## src/cna_pkg.sv

```systemverilog
package cna_pkg;

  // Fixed-point format and derived datapath widths.
  localparam int FRAC_BITS = 8;
  localparam int DATA_W    = 16;
  localparam int PROD_W    = 2 * DATA_W;
  localparam int SUM_W     = PROD_W + 1;
  localparam int NUM_W     = SUM_W + FRAC_BITS;
  localparam int DEN_W     = PROD_W;
  localparam int QUO_W     = DATA_W + 1;
  localparam int SH_W      = DEN_W + QUO_W - 1;
  localparam int CMP_W     = DEN_W + QUO_W;

  // Operation select codes.
  typedef enum logic [1:0] {
    FUNC_ADD = 2'd0,
    FUNC_SUB = 2'd1,
    FUNC_MUL = 2'd2,
    FUNC_DIV = 2'd3
  } func_e;

  // State of both division lanes between two quotient steps.
  typedef struct packed {
    logic [SH_W-1:0]  dsh;
    logic [NUM_W-1:0] rem_re;
    logic [NUM_W-1:0] rem_im;
    logic [QUO_W-1:0] quo_re;
    logic [QUO_W-1:0] quo_im;
  } div_t;

endpackage

```

## src/cna_div_step.sv

```systemverilog
module cna_div_step (
  input  logic          clk_i,
  input  logic          en_i,
  input  cna_pkg::div_t d_i,
  output cna_pkg::div_t d_o
);
  import cna_pkg::*;

  logic             bit_re;
  logic             bit_im;
  div_t             d_d;
  div_t             d_q;

  // One restoring step per lane against the shared shifted divisor.
  always_comb begin
    bit_re       = {{(SH_W-NUM_W){1'b0}}, d_i.rem_re} >= d_i.dsh;
    bit_im       = {{(SH_W-NUM_W){1'b0}}, d_i.rem_im} >= d_i.dsh;
    d_d.rem_re   = bit_re ? d_i.rem_re - d_i.dsh[NUM_W-1:0] : d_i.rem_re;
    d_d.rem_im   = bit_im ? d_i.rem_im - d_i.dsh[NUM_W-1:0] : d_i.rem_im;
    d_d.quo_re   = {d_i.quo_re[QUO_W-2:0], bit_re};
    d_d.quo_im   = {d_i.quo_im[QUO_W-2:0], bit_im};
    d_d.dsh      = d_i.dsh >> 1;
  end

  // Stage register, advanced with the rest of the pipeline.
  always_ff @(posedge clk_i) begin
    if (en_i) begin
      d_q <= d_d;
    end
  end

  assign d_o = d_q;

endmodule

```

## config.mk

```make
export PLATFORM = sky130hd
export DESIGN_NAME = cna_div_step
export DESIGN_NICKNAME = d
export VERILOG_FILES = /design/src/cna_pkg.sv /design/src/cna_div_step.sv
export SDC_FILE = /design/constraint.sdc
export NUM_CORES = 1
export LEC_CHECK = 0
export BUFFER_PORTS_ARGS = -buffer_cell sky130_fd_sc_hd__buf_2
export CORE_MARGIN = 2
export CORE_UTILIZATION = 40
export CTS_CLUSTER_DIAMETER = 150
export DETAILED_ROUTE_END_ITERATION = 8
export GPL_ROUTABILITY_DRIVEN = 0
export PLACE_DENSITY = 0.68
export REMOVE_ABC_BUFFERS = 1
export SLEW_MARGIN = 25
export SYNTH_ARGS = -nofsm -noshare
export SYNTH_HDL_FRONTEND = slang
export SYNTH_SLANG_ARGS = --single-unit
```

## constraint.sdc

```tcl
create_clock -name clk_i -period 2.9 [get_ports clk_i]
set_input_delay 0.29 -clock clk_i [delete_from_list [all_inputs] [get_ports clk_i]]
set_output_delay 0.29 -clock clk_i [all_outputs]
set_load 0.01 [all_outputs]
```

==> flow_summary.json, run 1 <==
{
  "fmax_mhz": 360,
  "pwr-share-comb": 0.291,
  "layout-drive-gt1-share": 0.423,
  "syn_area_um2": 11100,
  "first_pass_iters": 5,
  "fin_area_um2": 15100,
  "final_common_cell": "buf_2",
  "fill_cells": 2439,
  "fin_ws_ns": 0.120,
  "grt_usage": 0.231,
  "viasPerCell": 5.18,
  "rows": 60,
  "io_pins": 330,
  "cp.required_ns": 3.08,
  "synth_edf_count": 163,
  "port_buffers": 326,
  "grt_max_degree": 63,
  "crit_type": "in2reg",
  "vdd_drop_max_uv": 347,
  "dpl_cell_area_um2": 14500,
  "synth_xor_xnor_area_share": 0.0562,
  "max_slew.worst_pin.slew_ns": 0.698,
  "coreArea_um2": 27100,
  "layout_common_cells": "buf_2 (325), buf_4 (193), edfxtp_1 (163)",
  "setup_viol": 0,
  "root_buffer": "clkbuf_16",
  "synth_area_per_cell_um2": 11.0,
  "numCtsBuffers": 17,
  "synth_top_family_by_area": "compound AO/OA/AOI/OAI gates",
  "synthMuxAreaShare": 0.0950,
  "cts_tree": "yes",
  "die_h_um": 170,
  "p_per_area_nw_per_um2": 479,
  "num_vias": 9876,
  "drv_slew": 0,
  "cts_setup_buffers": 0,
  "sw_frac_of_total": 0.306,
  "cts_buffer_depth": 2,
  "die_area_um2": 29000,
  "grt_pass1_wl_um": 51500,
  "htreeDepth": 4,
  "hold_class": "in2reg",
  "p_sw_mw": 2.21,
  "drc_errors": 0,
  "synth.area.top_cells": "edfxtp_1 (44%), ha_1 (9.3%), mux2_4 (5.0%)",
  "p_leak_nw": 7.04,
  "drt-total-wl_um": 34200,
  "yosysSeqAreaShare": 0.442,
  "grt_pass1_vias": 9723,
  "synth_compound_area_frac": 0.165,
  "drt_iter0_drc": 710,
  "p_seq_frac": 0.394,
  "hold_viol_final": 0,
  "ys_ff_latch": 163,
  "setup-tns-final_ns": 0,
  "yosysUniqueCellTypes": 75,
  "cap_viol_max_count": 0,
  "cts_sinks": 163,
  "worstHoldStart": "d_i[0]",
  "start_util": 0.409,
  "cp_max_fo": 3,
  "dpl.hpwl_um": 27900,
  "final.min_clock_period_ns": 2.78,
  "ant_nets": 0,
  "yosysWarnings": 0,
  "fin_crit_sh": 0.959,
  "clkPwrFrac": 0.315,
  "cp-startpoint": "d_i[75]",
  "start_kind": "input pin",
  "nets": 1764,
  "p_int_mw": 5.01,
  "synth-simple-area-share": 0.101,
  "routedWlPerCell_um": 18.0,
  "async_flop_share": 0,
  "post-place-ws_ns": -0.289,
  "outcome": "complete, no violations",
  "ys.flop_type": "edfxtp_1",
  "area_growth_pct": 36.1,
  "yosysTopAreaCellShare": 0.442,
  "end_kind": "register",
  "cp.arrival_ns": 2.96,
  "rsz0062_at_grt": "false",
  "synth_fa_ha_area_frac": 0.0963,
  "largest_reg_flops": 163,
  "relSlewSlack": 0.535,
  "antenna_found_initial": 8,
  "syn_inst": 1003,
  "grt_overflow_total": 0,
  "path_clk_slew_ns": 0.08,
  "fp.dieW_um": 170,
  "synth_top_area_cell": "edfxtp_1"
}
==> power by group through the flow <==
stage	combinational (mW)	sequential [mW]	clock, mW
6_report	2.10	2.85	2.28
2_1_floorplan	1.00	3.00	0
3_5_place_dp	2.07	2.90	0
4_1_cts	2.09	2.85	2.32
3_3_place_gp	2.04	2.89	0
5_1_grt	2.29	2.86	2.39
==> worst max-delay path, cell delays in order <==
cell and delay, ns:
buf_2 0.08, inv_1 0.05, ha_1 0.23, fa_1 0.41, nand2b_1 0.16, a21oi_1 0.17
buf_4 0.15, a21oi_1 0.08, o221a_2 0.25, o21ai_0 0.18, a21oi_1 0.11, o31ai_1 0.25
buf_4 0.17, a211oi_1 0.06, mux2_1 0.31
==> metal layers <==
layer  share of wire  track usage  vias to the layer above
met5         0.00047            0                        -
met2            0.48        0.382                      329
met1            0.44        0.298                     4688
met4           0.033       0.0974                        2
li1                -            -                     4801
met3           0.052       0.0426                       56
==> cell families after synthesis <==
kind of cell	Yosys count
compound gates	279
xor+xnor	71
fa+ha+maj	84
buf+inv	96
flops	163
mux	82
other cells	1
simple gates	227
==> path summary, 6_finish.rpt <==
kind,end,cells after the start,slack [ns]
setup / recovery,d_o[109],15,0.12
hold / removal,d_o[1],1,0.03
==> cell usage after synthesis, types with 3 or more instances <==
cell,n
nor2b_1,14
nand4_1,14
nand2b_1,10
and4_1,3
buf_2,7
o21ai_1,8
a31oi_1,12
nand3_1,19
o21bai_1,10
mux2i_1,8
or3_1,4
o31ai_1,3
edfxtp_1,163
mux2_2,30
o21ai_0,38
buf_12,4
buf_6,5
o211ai_1,8
nor4_1,5
and3_1,8
buf_4,5
o2111ai_1,3
o21a_1,12
nor2_1,45
o31a_1,4
a21o_1,41
ha_1,82
a311oi_1,5
xnor2_1,46
a21oi_1,93
a21oi_2,3
nand2_1,73
a21boi_0,3
clkbuf_1,10
xor2_1,25
mux2_1,7
nor3_1,14
inv_1,64
mux2_4,37
and2_1,4
a211oi_1,8
==> through the flow <==
stage / util / instances / total power [mW] / hold slack (ns)
after floorplan: - / 971 / 4.01 / 0.389
after global placement: 0.534 / 1867 / 4.94 / 0.467
after detailed placement: 0.534 / 1867 / 4.97 / 0.468
after CTS: 0.555 / 1899 / 7.25 / 0.00524
after global routing: 0.556 / 1904 / 7.55 / 0.00256
final: 0.556 / 1906 / 7.22 / 0.0290
==> final cells by class <==
type | instances | area [µm²] | share of cell area
multi-input combinational | 744 | 5700 | 0.378
clock inverter | 14 | 148 | 0.00979
tap | 372 | 465 | 0.0309
clock buffer | 18 | 429 | 0.0285
antenna | 7 | 17.5 | 0.00116
timing repair buffer | 524 | 3180 | 0.211
inverter | 64 | 240 | 0.0159
sequential | 163 | 4890 | 0.325
==> repair_timing <==
item / 4_1_cts / 5_1_grt
gates resized for setup: 0 / 3
endpoints found under the setup margin: 0 / 36
hold buffers: 0 / 0
Power figures use the tool's default switching activity.
==> run 2, diff against run 1 <==
Settings changed: HOLD_SLACK_MARGIN set to 0.03.
==> run 2 against run 1 <==
Effect of this change:
- flip-flop and latch count did not move
- global-route usage rose by 0.15 points
- sequential share of layout area fell by 0.78 points
- critical path type unchanged
- cell count rose by 1.9%
- combinational power rose by 2%
- count of clock-buffer cells in the layout did not move
- first-iteration DRC count fell by 1.4%
- clock power barely moved
- routed wire length rose by 0.84%
==> flow_summary.json, run 2 (synthesis results as in run 1) <==
{
  "grt_pass1_vias": 9879,
  "cts_sinks": 163,
  "p_leak_nw": 7.19,
  "layout-drive-gt1-share": 0.413,
  "largest_reg_flops": 163,
  "path_buf_inv": 4,
  "cts_tree": "yes",
  "outcome": "complete, no violations",
  "cts_buffer_depth": 2,
  "path_common_cell": "buf_4",
  "grt_max_degree": 63,
  "antenna_found_initial": 8,
  "path_clk_slew_ns": 0.08,
  "hold_viol_final": 0,
  "ant_nets": 0,
  "dpl_cell_area_um2": 14500,
  "p_per_area_nw_per_um2": 470,
  "worstHoldStart": "d_i[121]",
  "grt_pass1_wl_um": 51800,
  "fin_area_um2": 15400,
  "final.min_clock_period_ns": 2.79,
  "numCtsBuffers": 17,
  "io_pins": 330,
  "cp.arrival_ns": 2.98,
  "die_area_um2": 29000,
  "dpl.hpwl_um": 27900,
  "layout_common_cells": "buf_2 (325), buf_4 (193), edfxtp_1 (163)",
  "drv_slew": 0,
  "cp-startpoint": "d_i[125]",
  "coreArea_um2": 27100,
  "cap_viol_max_count": 0,
  "port_buffers": 326,
  "final_common_cell": "buf_2",
  "start_kind": "input pin",
  "relSlewSlack": 0.536,
  "vdd_drop_max_uv": 349,
  "hold_class": "in2reg",
  "fin_util": 0.570,
  "die_h_um": 170,
  "max_slew.worst_pin.slew_ns": 0.696,
  "cts_setup_buffers": 0,
  "fill_cells": 2412,
  "viasPerCell": 5.14,
  "num_vias": 9985,
  "grt_usage": 0.233,
  "crit_slowest_cell": "o21ai_0",
  "root_buffer": "clkbuf_16",
  "cp_max_fo": 7,
  "fp.dieW_um": 170,
  "htreeDepth": 4,
  "grt_overflow_total": 0,
  "drt_iter0_drc": 700,
  "fmax_mhz": 358,
  "fin_crit_sh": 0.963,
  "nets": 1801,
  "setup_viol": 0,
  "first_pass_iters": 5,
  "end_kind": "register",
  "crit_type": "in2reg",
  "cp.required_ns": 3.08,
  "start_util": 0.409,
  "crit_family": "compound AO/OA/AOI/OAI gates",
  "drt-total-wl_um": 34500,
  "path_cells": "buf_2 > inv_1 > buf_4 > ha_1 > buf_4 > nand2_1 > a211oi_1 > o31a_1 > o21ai_1 > o21ai_0 > a31oi_1 > xnor2_1 > mux2_4",
  "rows": 60,
  "slowest_delay_ns": 0.42,
  "drc_errors": 0,
  "area_growth_pct": 39.5,
  "routedWlPerCell_um": 17.8,
  "rsz0062_at_grt": "false"
}
==> run 2: metal layers <==
layer | up-vias | GRT usage | share of wire
met5 | - | 0 | 0.00035
met3 | 59 | 0.0414 | 0.050
met1 | 4731 | 0.298 | 0.44
met2 | 316 | 0.387 | 0.48
li1 | 4877 | - | -
met4 | 2 | 0.0992 | 0.033
==> run 2: power breakdown <==
group	leakage (nW)	internal [mW]	total [mW]	switching [mW]
logic	5.32	1.03	2.14	1.11
clock network	0.281	1.22	2.28	1.06
registers	1.59	2.80	2.85	0.0475
==> run 2: what timing repair did <==
| action | 4_1_cts | 5_1_grt |
|---|---|---|
| endpoints found under the setup margin | 0 | 36 |
| hold endpoints to repair | 36 | 1 |
| hold buffers | 36 | 1 |
| resized for setup | 0 | 3 |
==> run 2: through the flow <==
step | setup WS, ns | instances | TNS (ns) | power [mW] | hold slack [ns]
finish | 0.107 | 1943 | 0 | 7.26 | 0.0479
CTS | 0.153 | 1935 | 0 | 7.29 | 0.0302
floorplan | -0.949 | 971 | -66.25 | 4.01 | 0.389
detailed placement | -0.289 | 1867 | -19.66 | 4.97 | 0.468
global placement | -0.260 | 1867 | -17.35 | 4.94 | 0.467
global route | 0.0105 | 1941 | 0 | 7.58 | 0.0319
==> run 2: area by class of cell <==
class | count | area [µm²] | area share
diodes | 7 | 17.5 | 0.00113
clock buffers | 18 | 429 | 0.0278
clock inverters | 14 | 148 | 0.00956
inverters | 64 | 240 | 0.0156
multi-input cells | 744 | 5700 | 0.369
flip-flops and latches | 163 | 4890 | 0.317
well taps | 372 | 465 | 0.0301
repair buffers | 561 | 3550 | 0.230
==> run 2: final timing paths <==
kind | end | cells after the start | slack (ns)
setup / recovery | d_o[71] | 13 | 0.11
hold / removal | d_o[120] | 1 | 0.05
==> run 3, diff against run 2 <==
Settings changed: GPL_TIMING_DRIVEN set to 1, PLACE_DENSITY 0.68 to 0.66.
Clock period 2.9 ns to 3.3 ns, I/O delays scaled along.
==> run 3 against run 2 <==
Effect of this change:
- global-route usage shrank 1.7 points
- count of clock-buffer cells in the layout is the same
- first-iteration DRC count shrank 18%
- critical path depth is the same
- sequential share of layout area grew 3.4 points
- setup slack gained 0.33 ns
- non-clock buffer count shrank 185
- flip-flop and latch count is the same
==> flow_summary.json, run 3 (synthesis results as in run 1) <==
{
  "root_buffer": "clkbuf_16",
  "hold_buffers": 0,
  "relSlewSlack": 0.625,
  "p_leak_nw": 6.30,
  "max_slew.worst_pin.slew_ns": 0.563,
  "start_kind": "input pin",
  "final_common_cell": "buf_2",
  "drt-total-wl_um": 32300,
  "die_area_um2": 29000,
  "hold_viol_final": 0,
  "cts_buffer_depth": 2,
  "largest_reg_flops": 163,
  "cp.arrival_ns": 3.04,
  "cts_resized": 0,
  "fin_ws_ns": 0.433,
  "start_util": 0.409,
  "viasPerCell": 5.34,
  "drt_iter0_drc": 573,
  "cap_viol_max_count": 0,
  "path_cells": "buf_2 > inv_1 > ha_1 > a21oi_2 > o22a_1 > o2bb2ai_1 > o21ai_1 > o21ai_2 > a21boi_2 > o21a_2 > o221ai_4 > buf_12 > mux2_4",
  "crit_slowest_cell": "ha_1",
  "num_vias": 9387,
  "hold_class": "in2reg",
  "layout-drive-gt1-share": 0.359,
  "grt_overflow_total": 0,
  "outcome": "complete, no violations",
  "cp_max_fo": 36,
  "cts_sinks": 163,
  "cts_setup_buffers": 0,
  "fin_area_um2": 14000,
  "ant_nets": 0,
  "fmax_mhz": 349,
  "grt_usage": 0.216,
  "vdd_drop_max_uv": 352,
  "htreeDepth": 4,
  "seq_area_um2": 4890,
  "post-place-ws_ns": 0.0114,
  "layout_common_cells": "buf_2 (325), edfxtp_1 (163), a21oi_1 (93)",
  "multi_input_area_um2": 5700,
  "coreArea_um2": 27100,
  "slowest_delay_ns": 0.33,
  "first_pass_iters": 6,
  "setup_viol": 0,
  "numCtsBuffers": 17,
  "grt_max_degree": 64,
  "nets": 1616,
  "fin_crit_sh": 0.869,
  "antenna_found_initial": 8,
  "port_buffers": 326,
  "cp.required_ns": 3.48,
  "end_kind": "register",
  "io_pins": 330,
  "fp.dieW_um": 170,
  "path_clk_slew_ns": 0.07,
  "rsz0062_at_grt": "false",
  "rows": 60,
  "grt_pass1_wl_um": 48200,
  "area_growth_pct": 26.0,
  "p_per_area_nw_per_um2": 432,
  "final.min_clock_period_ns": 2.87,
  "dpl.hpwl_um": 26100,
  "drv_slew": 0,
  "crit_type": "in2reg",
  "dpl_cell_area_um2": 13400,
  "cts_tree": "yes",
  "grt_pass1_vias": 8939,
  "fill_cells": 2461,
  "drc_errors": 0,
  "die_h_um": 170,
  "crit_family": "compound AO/OA/AOI/OAI gates",
  "path_buf_inv": 3,
  "routedWlPerCell_um": 18.4
}
[run 3: cell count changes in the layout (fill, tap and decap cells not counted), sizes merged]
| cell | delta |
|---|---|
| clkinv | -1 |
| inv | -3 |
| clkinvlp | +3 |
| buf | -148 |
| diode | +2 |
| dlygate4sd3 | -37 |
[run 3: layout make-up]
cell class	instances	share of cell area
Clock inverter	13	0.00915
Multi-Input combinational cell	744	0.408
Clock buffer	18	0.0308
Inverter	64	0.0172
Sequential cell	163	0.351
Timing Repair Buffer	376	0.149
Tap cell	372	0.0334
Antenna cell	9	0.00161
[run 3: power by group]
part	internal (mW)	switching [mW]
logic	0.707	0.920
registers	2.46	0.0370
clock network	1.05	0.861
[run 3: path summary, 6_finish.rpt]
path | startpoint | end | slack [ns] | cells past startpoint
worst max-delay path | d_i[130] | d_o[37] | 0.43 | 13
worst min-delay path | d_i[18] | d_o[19] | 0.07 | 1
[run 3: routing by layer]
layer	global-route usage	wire length [µm]
met1	0.281	13800
met2	0.356	15400
met3	0.0437	2130
met4	0.0784	925
met5	0	0
[run 3: metrics by stage]
stage          power (mW)  hold slack, ns  setup TNS (ns)  instances   util
6_report             6.03          0.0684               0       1759  0.515
5_1_grt              6.30          0.0532               0       1755  0.514
4_1_cts              6.07          0.0567               0       1750  0.514
3_5_place_dp         4.15           0.508               0       1719  0.493
3_3_place_gp         4.12           0.507               0       1719  0.493
2_1_floorplan        3.52           0.429          -36.37        971      -
